### config.mk
export PLATFORM = sky130hd
export DESIGN_NAME = mfc_cell
export DESIGN_NICKNAME = d
export VERILOG_FILES = /design/src/rtl/mfc_pkg.sv /design/src/rtl/mfc_cell.sv
export SDC_FILE = /design/constraint.sdc
export NUM_CORES = 1
export LEC_CHECK = 0
export ABC_AREA = 1
export BUFFER_PORTS_ARGS = -buffer_cell sky130_fd_sc_hd__buf_2
export CORE_ASPECT_RATIO = 0.6
export CORE_MARGIN = 2
export CORE_UTILIZATION = 38
export CTS_CLUSTER_SIZE = 28
export DETAILED_ROUTE_END_ITERATION = 7
export HOLD_SLACK_MARGIN = 0.1
export PLACE_DENSITY_LB_ADDON = 0.25
export SYNTH_ARGS = -nofsm -noshare
export SYNTH_HDL_FRONTEND = slang
export SYNTH_SLANG_ARGS = --single-unit
### constraint.sdc
create_clock -name clk -period 0.8 [get_ports clk]
set_clock_uncertainty 0.1 [all_clocks]
set_input_delay 0.12 -clock clk [delete_from_list [all_inputs] [get_ports clk]]
set_output_delay 0.12 -clock clk [all_outputs]
set_load 0.02 [all_outputs]
### src/rtl/mfc_pkg.sv
package mfc_pkg;

	// Fixed field widths of the correlator interface
	localparam int unsigned SUM_W       = 38;
	localparam int unsigned TAP_COUNT_W = 7;
	localparam int unsigned TAP_INDEX_W = 6;

	localparam logic [TAP_COUNT_W-1:0] TAP_COUNT_RESET = 7'd64;

	// Item function codes
	localparam logic FUNC_LOAD   = 1'b0;
	localparam logic FUNC_SAMPLE = 1'b1;

	// Per-cell control: tap write, tap ring rotate, sample ring rotate/push
	typedef struct packed {
		logic tap_wr;
		logic tap_shift;
		logic samp_shift;
	} cell_ctl_t;

endpackage

### src/rtl/mfc_cell.sv
module mfc_cell #(
	parameter int unsigned W = 16
) (
	input  logic                clk,
	input  logic                arst_n,
	input  mfc_pkg::cell_ctl_t  ctl,
	input  logic signed [W-1:0] wr_data,
	input  logic signed [W-1:0] tap_nxt,
	input  logic signed [W-1:0] samp_nxt,
	output logic signed [W-1:0] tap,
	output logic signed [W-1:0] samp
);

	logic signed [W-1:0] tap_q;
	logic signed [W-1:0] samp_q;

	always_ff @(posedge clk or negedge arst_n) begin
		if (!arst_n) begin
			tap_q  <= '0;
			samp_q <= '0;
		end else begin
			if (ctl.tap_wr) begin
				tap_q <= wr_data;
			end else if (ctl.tap_shift) begin
				tap_q <= tap_nxt;
			end
			if (ctl.samp_shift) begin
				samp_q <= samp_nxt;
			end
		end
	end

	assign tap  = tap_q;
	assign samp = samp_q;

endmodule

# Word-level counts from Yosys, hierarchy flattened
# Cells that the tools add are included.
[totals] register_bits=32 in_bits=53
[op_classes] n_reduce_logical=1 muxes=2
[op_table] operator="$mux 16" count=2
[op_table] operator="$reduce_bool 2->1" count=1

# Depth between registers and ports, before layout
[depth] word_depth=2 mapped_depth=5 mapped_depth_nobuf=3

# Least setup slack after synthesis
# No wires, ideal clock.
[synth_timing] path_type="register -> register" from="register, netlist name tap[3]" to="register tap_q[3] (netlist: tap[3])" path_slack_ps=-3 t_arrival_ps=581 t_required_ps=578 path_stages_with_launch=3 synth_period_minus_slack_ps=803 path_buffers=0 cell_sequence="dfrtp_1 > nand2_1 > nand3_2"
[synth_rtl] element="to (signal assigned)" line_no="mfc_cell.sv:23" rtl="tap_q <= wr_data;"
[synth_rtl] element="to (signal assigned)" line_no="mfc_cell.sv:25" rtl="tap_q <= tap_nxt;"
[synth_rtl] element="to (decl)" line_no="mfc_cell.sv:14" rtl="logic signed [W-1:0] tap_q;"

# Final worst setup path
[layout_timing] from="register samp_q[11] (netlist: samp[11])" to="output samp[11]"
[layout_rtl] element="from (decl)" line_no="mfc_cell.sv:15" rtl="logic signed [W-1:0] samp_q;"
[layout_rtl] element="from (signal assigned)" line_no="mfc_cell.sv:28" rtl="samp_q <= samp_nxt;"
[layout_rtl] element="to (decl)" line_no="mfc_cell.sv:11" rtl="output logic signed [W-1:0] samp"
# No word-level cell between the ends.

==> out/qor.yml <==
synth:
  yosysMostFrequentCell: "nand2_1"
  yosysUniqueCellTypes: 12
  synth.area.top_cells: "dfrtp_1, nand2_1, nand3_1"
  synth_fp_nets: 208
  synth-seq-area-share_pct: 57.71
  synth_warnings: 0
  synthDominantCellAreaShare_pct: 57.71
  synth_area_per_cell_um2: 8.952
  synth_edf_count: 0
  ys_seq_elements: 32
  syn-cell-area_um2: 1388
  synth_common_cells: "nand2_1, dfrtp_1, nand3_1"
  synth_top_area_cell: "dfrtp_1"
  synthCells: 155
  synth_flop_cell: "dfrtp_1"
  synth_async_sr_flop_share_pct: 100.0
worst_setup_path:
  cpMaxStageDelayCell: "dfrtp_1"
  path_cells: "buf_6"
  critPathTopFamily: "flip-flops"
  cp_max_fo: 2
  worstPathArrival_ns: 0.85
  slowest_delay_ns: 0.41
  cp-end-kind: "output port"
  cp.required_ns: 0.58
  cp_num_buf_inv: 1
  critPathKind: "reg -> out"
  rr_startpoint: "samp[3]$_DFFE_PN0P_"
  worstSetupStartpointType: "register"
  reg2reg_depth: 4
  worst-r2r-setup-slack_ns: -0.16
  worstSetupPathDepth: 1
  cp-endpoint: "samp[11]"
  startpoint: "samp[11]$_DFFE_PN0P_"
  r2r_end: "samp[3]$_DFFE_PN0P_"
power_and_ir_drop:
  p_sw_mw: 1.317
  p_leak_nw: 1.261
  sw_frac_of_total_pct: 28.53
  p_per_area_nw_per_um2: 1946
  pwr-share-clk_pct: 33.9
  power.total_mw: 4.616
  combPwrFrac_pct: 25.1
  peakVddDrop_uv: 1039
  cellInternalPower_mw: 3.299
  power_frac_seq_pct: 41.0
layout:
  final_nets: 312
  num_antenna_cells: 0
  multi_input_area_um2: 491.7
  seq_area_um2: 802.0
  fin_util_pct: 70.54
  fill_cells: 256
  layout-drive-gt1-share_pct: 53.85
  area_growth_pct: 70.97
cts:
  cts_hold_buf: 1
  cts_buffers: 5
  cts_max_path_buffers: 2
  cts_tree: "done"
  cts-root-buf: "clkbuf_8"
  htreeDepth: 2
  numClockSinks: 32
  clk_pin_slew_worst_paths_ns: 0.07
  worstSkewPairLatency_ns: 0.29
outcome:
  violations: "negative hold slack, negative setup slack"
  status: "finished, violations left"
sta:
  min_period_over_period_pct: 133.5
  worst_slew_pin_slew_ns: 0.5888
  setup_slack_ns: -0.2681
  relSlewSlack_pct: 60.75
  drv_slew: 0
  setup_viol: 47
  rsz0062_at_grt: "true"
  fmax_mhz: 936.3
  holdWs_ns: -0.06893
  finalCriticalPeriod_ns: 1.068
  hold_violations: 32
floorplanning:
  dieArea_um2: 4167
  ios: 85
  core_area_um2: 3363
  chipHeight_um: 50.81
  rows: 16
  start_util_pct: 41.26
  chipWidth_um: 82.01
detailed_routing:
  vias: 1377
  wl_met3_um: 311
  ant_nets: 0
  wl_met1_um: 1745
  drc_errors: 0
  highest_layer: "met4"
  drt_wl_total_um: 3880
  dr.pass1.iters: 4
  drt_iter0_drc: 68
  wl_met2_um: 1757
  wire_per_inst_um: 12.72
  vias_per_cell: 4.515
flow_run:
  cap_violations: 0
place:
  port_buffers: 84
  gp_congestion: 0.7182
  post-dp-hpwl_um: 2492
  dpl_worst_slack_ns: -0.1265
grt:
  grt_overflow: 0
  grt_pass1_vias: 1274
  grt_max_degree: 33
  grt_pass1_wl_um: 5830
  track_usage_pct: 19.14
  antenna_found_initial: 0
min_path:
  hold_path_class: "in -> reg"
==> worst reg2reg max path, delay by kind of cell (launching register included) <==
| family | cells | cell delay (ns) |
|---|---|---|
| DFF | 1 | 0.41 |
| buffers and inverters | 3 | 0.27 |
| AOI/OAI and AO/OA | 1 | 0.04 |
==> cell families after synthesis <==
family	after synthesis	synth area share (%)
buffers and inverters	26	9.828
AND/OR/NAND/NOR	81	26.69
AO/OA/AOI/OAI	16	5.771
flip-flops	32	57.71
==> power by group through the flow <==
stage	Sequential (mW)	Combinational, mW	Clock (mW)
after global placement	1.87	0.784	0
after global routing	1.91	1.26	1.65
after floorplan	2.06	0.235	0
after detailed placement	1.87	0.795	0
final	1.89	1.16	1.57
after CTS	1.88	1.04	1.58
==> through the flow <==
step	cell area, um^2	cells	TNS, ns	hold WS, ns
detailed placement	1856	280	-2.836	-0.01307
finish	2372	305	-8.664	-0.06893
global route	2372	305	-9.987	-0.06286
CTS	2237	297	-8.326	-0.07536
global placement	1856	280	-2.355	-0.01681
floorplan	1389	155	0	-0.2756
==> sequential cells by signal (all words and copies together), names as in the netlist <==
register  count
tap          16
samp         16
==> cell usage in the layout (no fill, tap or decap), types with 2 or more instances in the layout <==
master and instances:
o21ai_2 7, nand2_1 46, dfrtp_1 31, buf_4 10, inv_2 12, nand3_2 4
buf_2 52, nand3_1 28, clkbuf_8 5, inv_1 5, buf_6 41, buf_12 2
o21ai_1 8, nand2_2 2
==> worst min-delay path by stage <==
| stage | slack (ns) | cells after the start | start | endpoint |
|---|---|---|---|---|
| after global placement | -0.02 | 2 | arst_n | tap[1]$_DFFE_PN0P_ |
| after floorplan | -0.28 | 0 | arst_n | samp[0]$_DFFE_PN0P_ |
| after global routing | -0.06 | 3 | samp_nxt[12] | samp[12]$_DFFE_PN0P_ |
| after CTS | -0.08 | 3 | samp_nxt[4] | samp[4]$_DFFE_PN0P_ |
| after detailed placement | -0.01 | 2 | arst_n | tap[1]$_DFFE_PN0P_ |
| final | -0.07 | 3 | samp_nxt[12] | samp[12]$_DFFE_PN0P_ |
==> metal layers <==
layer | global-route usage [%] | vias to the layer above
li1 | - | 700
met4 | 10.00 | 0
met3 | 7.194 | 7
met5 | 0 | -
met2 | 27.10 | 55
met1 | 25.32 | 615
==> timing repair <==
action	CTS	global route
gates resized for setup	78	32
setup endpoints to repair	32	49
pin swaps	0	1
setup buffers	8	10
hold endpoints to repair	64	32
gates cloned	0	0
==> cell type report <==
cell class / instances / area share (%)
timing repair buffer: 106 / 35.71
inverter: 17 / 2.690
tap: 45 / 2.373
sequential: 32 / 33.81
clock inverter: 3 / 1.793
multi-input combinational: 97 / 20.73
clock buffer: 5 / 2.901
Power figures use the tool's default switching activity.
