--- config.mk ---
export PLATFORM = sky130hd
export DESIGN_NAME = mfc_mac
export DESIGN_NICKNAME = d
export VERILOG_FILES = /design/src/rtl/mfc_pkg.sv /design/src/rtl/mfc_mac.sv
export SDC_FILE = /design/constraint.sdc
export NUM_CORES = 1
export LEC_CHECK = 0
export BUFFER_PORTS_ARGS = -buffer_cell sky130_fd_sc_hd__buf_2
export CAP_MARGIN = 15
export CORE_AREA = 8 8 181 183
export CTS_CLUSTER_DIAMETER = 200
export DETAILED_ROUTE_END_ITERATION = 8
export DIE_AREA = 0 0 189 191
export SETUP_SLACK_MARGIN = 0.1
export SLEW_MARGIN = 10
export SYNTH_ARGS = -nofsm -noshare
export SYNTH_HDL_FRONTEND = slang
export SYNTH_SLANG_ARGS = --single-unit
--- constraint.sdc ---
create_clock -name clk -period 5.4 [get_ports clk]
set_input_delay 1.08 -clock clk [delete_from_list [all_inputs] [get_ports clk]]
set_output_delay 1.08 -clock clk [all_outputs]
set_load 0.05 [all_outputs]
--- src/rtl/mfc_pkg.sv ---
package mfc_pkg;

	// Fixed field widths of the correlator interface
	localparam int unsigned SUM_W       = 38;
	localparam int unsigned TAP_COUNT_W = 7;
	localparam int unsigned TAP_INDEX_W = 6;

	localparam logic [TAP_COUNT_W-1:0] TAP_COUNT_RESET = 7'd64;

	// Item function codes
	localparam logic FUNC_LOAD   = 1'b0;
	localparam logic FUNC_SAMPLE = 1'b1;

	// Per-cell control: tap write, tap ring rotate, sample ring rotate/push
	typedef struct packed {
		logic tap_wr;
		logic tap_shift;
		logic samp_shift;
	} cell_ctl_t;

endpackage

--- src/rtl/mfc_mac.sv ---
module mfc_mac #(
	parameter int unsigned W = 16
) (
	input  logic                              clk,
	input  logic                              arst_n,
	input  logic                              clear,
	input  logic                              en,
	input  logic signed [W-1:0]               tap,
	input  logic signed [W-1:0]               samp,
	output logic signed [mfc_pkg::SUM_W-1:0]  acc,
	output logic                              busy
);

	localparam int unsigned PROD_W = 2 * W;

	logic signed [PROD_W-1:0]         prod_s1;
	logic                             prod_v_s1;
	logic signed [mfc_pkg::SUM_W-1:0] acc_q;

	always_ff @(posedge clk or negedge arst_n) begin
		if (!arst_n) begin
			prod_v_s1 <= 1'b0;
		end else begin
			prod_v_s1 <= en;
		end
	end

	// Product register, then a wrapping add into the sum
	always_ff @(posedge clk) begin
		if (en) begin
			prod_s1 <= tap * samp;
		end
		if (clear) begin
			acc_q <= '0;
		end else if (prod_v_s1) begin
			acc_q <= acc_q + mfc_pkg::SUM_W'(prod_s1);
		end
	end

	assign acc  = acc_q;
	assign busy = prod_v_s1;

endmodule

# Word level (Yosys, flattened, before mapping)
# Cells that the tools add are included.
[word_totals]
reg_bits = 71
input_bits = 36
output_inout_bits = 39
elab_cells = 5
[op_classes]
n_addsub = 1
n_mul = 1
[ops]
columns = ["op", "n"]
rows = [
  ["$add A38 B32 Y38", 1],
  ["$mul A16 B16 Y32", 1],
]

# Depth between registers and ports, before layout
[depth]
depth_word = 1
mapped_depth = 22
mapped_depth_nobuf = 21

# Worst setup path before layout
# Ideal clock, no wire load.
[synth_timing]
path_kind = "input-to-reg"
start = "input port samp[1]"
end = "register prod_s1[31] (data pin)"
setup_ns = 0.260
arrival_time_ns = 6.420
required_time_ns = 5.140
slack_ns = -1.281
path_stages = 20
n_path_buf = 1
path_cell_list = "clkbuf_1 > nand2_1 > inv_1 > fa_1 > fa_1 > fa_1 > fa_1 > fa_1 > inv_1 > fa_1 > inv_1 > ha_1 > and4_1 > and2_1 > nand4_1 > a31oi_1 > o22ai_1 > or3_1 > a31oi_1 > xnor2_1"
[synth_between]
elab_chain_cells = 1
[synth_rtl]
columns = ["element", "line", "rtl"]
rows = [
  ["start, declared", "mfc_mac.sv:9", "input logic signed [W-1:0] samp,"],
  ["$mul A16 B16 Y32", "mfc_mac.sv:31", "prod_s1 <= tap * samp;"],
  ["end signal, assigned", "mfc_mac.sv:31", ""],
  ["end, declared", "mfc_mac.sv:16", "logic signed [PROD_W-1:0] prod_s1;"],
]
# Every way passes these cells.
# A chain may end at the register's enable or synchronous reset.

# Final worst setup path
[layout_timing]
start = "input port tap[13]"
end = "register prod_s1[25] (data pin)"
[layout_between]
elab_chain_cells = 1
[layout_rtl]
columns = ["element", "line", "rtl"]
rows = [
  ["start, declared", "mfc_mac.sv:8", "input logic signed [W-1:0] tap,"],
  ["$mul A16 B16 Y32", "mfc_mac.sv:31", ""],
]
# Every way passes these cells.

==> implementation parameters <==
Parameter                              Value

Run status
  Result of the run    complete, but fails checks
  Violations in the final reports    setup timing

Synth
  Synth Cell Area    approximately 14000 um2
  Syn avg cell area    9.22 um2
  Prevailing post-synth register cell    sky130_fd_sc_hd__dfxtp_1
  Async set-or-reset flop fraction in the synthesized netlist    1.41%
  Net count after synthesis    1947
  Distinct cell type count after synthesis    61
  Gate Count Post-Synth    1529
  Yosys warns    0
  Part of the Yosys area used for sequential elements    12.4%
  #FFs+latches synth    71
  Number of synthesized flops with an enable pin    32

Critical path
  Critical path peak fanout    8
  Critical Path Source    tap[13]
  R2r startpoint    acc[0]
  Required time at the worst-slack endpoint    5480 ps
  RR Endpoint    acc[26]
  Reg2reg path depth    11
  Crit path arrival time    between 6000 and 7000 ps
  End point of the critical path    prod_s1[25]
  Internal reg-to-reg setup slack    2100 ps
  Worst setup path category    in2reg
  Kind of start point of the critical path    input port
  Kind of capture point of the worst setup path    register

STA
  Post-layout min period    6190 ps
  Final count of hold timing violations    0
  Maximum clock skew at final layout    5.66 ps
  Worst Max-Slew Pin Slew    732 ps
  Maximum clock frequency    0.161 GHz
  RSZ-0062 raised after global routing    yes
  Setup-failing EPs final    19
  Post-layout worst setup margin    -792 ps
  Relative max-transition margin    51.2%
  Final Slew Violations    0
  Share of the clock period used by the worst path after layout    115%

Floorplan
  Vertical extent of the die    between 150 and 200 um
  Die Area    36100 um2
  Die X-Extent    189 um
  Top Ports    75
  Area of the core region    30000 um2
  Initial standard-cell utilization of the core    a little under half
  Rows    64

GRT
  Maximum number of pins on one net before global-route repair    50
  Global-route wire length before repair    56800 um
  Global-route total usage across every layer    18.8%
  Antenna violations before repair    0
  Total congestion overflow    0
  Number of global-route vias before repair    11512

Cells and area
  # diodes    0
  Share of post-route cells with drive strength above 1    23.2%
  Area added between synthesis and finish    23.2%
  Number of filler instances in the final layout    2672
  Number of nets in the final layout    2164
  Count of non-filler cells in the finished layout    2147
  Core Util, Final    57.8%
  Leading cell type in the layout, fill and taps excluded    sky130_fd_sc_hd__inv_1
  Highest-count cells in the layout ignoring fill and taps    278 x sky130_fd_sc_hd__inv_1, 250 x sky130_fd_sc_hd__fa_1, 164 x sky130_fd_sc_hd__buf_4, 151 x sky130_fd_sc_hd__nand2_1, 105 x sky130_fd_sc_hd__and2_1

Clock network
  Clock latency of the later-clocked register in the worst-skew pair    330 ps
  Number of clock buffers inserted by TritonCTS    9
  Clock tree root buffer cell    sky130_fd_sc_hd__clkbuf_16
  CTS tree    built
  Number of levels the H-tree was split into    3
  Clock input transition at the sequential cells of the worst setup and hold paths    approximately 60 ps
  Number of sinks driven by the clock tree    71
  Maximum count of clock buffers along a single path    2

Placement
  Detailed Place HPWL    28600 um
  Pre-CTS WS    -1320 ps
  Cell count after placement    2115
  Final GP Congestion    0.907
  Port Buf Inserts    74

Drt
  DR WL/cell    15.3 um
  Mean number of vias per cell    4.97
  Post-route DRC violation count    0
  Detailed-routing iteration count for the pre-antenna-repair pass    5
  First DRT Iteration DRCs    484
  Routed Antenna Nets    0
  Total number of vias    10670
  Total Wirelength    roughly 33000 um

Hold path
  Worst hold path type    reg2reg

Job
  Count of max-cap constraint violations    0
==> worst min-delay path by stage <==
stage / cells past startpoint / to / slack, ps / start
3_3_place_gp: 2 / acc[32] / 490 / acc[32]
3_5_place_dp: 2 / acc[32] / 490 / acc[32]
6_report: 2 / acc[32] / 490 / acc[32]
4_1_cts: 1 / busy / 500 / arst_n
5_1_grt: 1 / busy / 500 / arst_n
2_1_floorplan: 3 / acc[0] / 570 / prod_s1[0]
==> state kept, by name, summed over array words and instances, names as in the netlist <==
name / cells
acc: 38
busy: 1
prod_s1: 32
==> Yosys cell counts (32+ instances only) <==
cell / count / area share, %
sky130_fd_sc_hd__clkbuf_1: 42 / 1.1
sky130_fd_sc_hd__nor2_1: 69 / 1.8
sky130_fd_sc_hd__edfxtp_1: 32 / 6.8
sky130_fd_sc_hd__inv_1: 300 / 8.0
sky130_fd_sc_hd__nand2_1: 157 / 4.2
sky130_fd_sc_hd__o21ai_0: 35 / 1.2
sky130_fd_sc_hd__and2_1: 129 / 5.7
sky130_fd_sc_hd__ha_1: 119 / 11
sky130_fd_sc_hd__fa_1: 263 / 37
sky130_fd_sc_hd__xnor2_1: 45 / 2.8
sky130_fd_sc_hd__dfxtp_1: 38 / 5.4
sky130_fd_sc_hd__a21oi_1: 53 / 1.9
==> through the flow <==
stage | hold WS, ps | cell area (um2) | TNS, ps
floorplan | 568 | 14400 | -10040
global placement | 485 | 16300 | -18820
detailed placement | 486 | 16300 | -19930
CTS | 496 | 17000 | -9090
global route | 500 | 17400 | -12630
finish | 491 | 17400 | -9380
==> critical path: stages <==
cell and delay [ps]:
sky130_fd_sc_hd__buf_6 110, sky130_fd_sc_hd__and2_4 160, sky130_fd_sc_hd__fa_1 530, sky130_fd_sc_hd__inv_1 50, sky130_fd_sc_hd__fa_1 450, sky130_fd_sc_hd__fa_1 510
sky130_fd_sc_hd__inv_1 50, sky130_fd_sc_hd__fa_1 500, sky130_fd_sc_hd__fa_1 490, sky130_fd_sc_hd__inv_1 50, sky130_fd_sc_hd__fa_1 490, sky130_fd_sc_hd__inv_2 50
sky130_fd_sc_hd__ha_4 230, sky130_fd_sc_hd__and4_4 190, sky130_fd_sc_hd__buf_4 140, sky130_fd_sc_hd__a221oi_4 280, sky130_fd_sc_hd__a31oi_2 140, sky130_fd_sc_hd__o22ai_2 230
sky130_fd_sc_hd__buf_4 150, sky130_fd_sc_hd__o21bai_1 60, sky130_fd_sc_hd__a21oi_1 210, sky130_fd_sc_hd__xnor2_1 100
==> cell families after synthesis <==
group | synth area share, %
buffers and inverters | 9.26
XOR/XNOR | 3.54
adder cells (fa/ha/maj) | 47.9
AND/OR/NAND/NOR | 15.9
flip-flops | 12.4
multiplexers | 1.78
AO/OA/AOI/OAI | 9.20
==> repair_timing <==
action	CTS	global route
gates cloned	0	1
hold buffers	0	0
resized for setup	123	67
endpoints found under the setup margin	22	22
pin swaps	67	57
buffers inserted	12	8
==> layout make-up <==
| class | count | area [um2] | share of cell area [%] |
|---|---|---|---|
| Inverter | 300 | 1130 | 6.50 |
| Clock inverter | 3 | 18.8 | 0.108 |
| Timing Repair Buffer | 253 | 2030 | 11.7 |
| Tap cell | 396 | 495 | 2.85 |
| Sequential cell | 71 | 1750 | 10.1 |
| Clock buffer | 13 | 250 | 1.44 |
| Multi-Input combinational cell | 1111 | 11700 | 67.4 |
==> per-layer routing <==
metal  wire length, um  vias up  track usage (%)
met1             16500     5220             26.8
met5                 0        -                0
met4               225        0             2.13
li1                  -     5278                -
met3               946       17             1.99
met2             15300      155             31.7
Power is left out: the tool's default activity adds up to more than one toggle a clock period on the data nets, which glitch-free logic cannot reach.
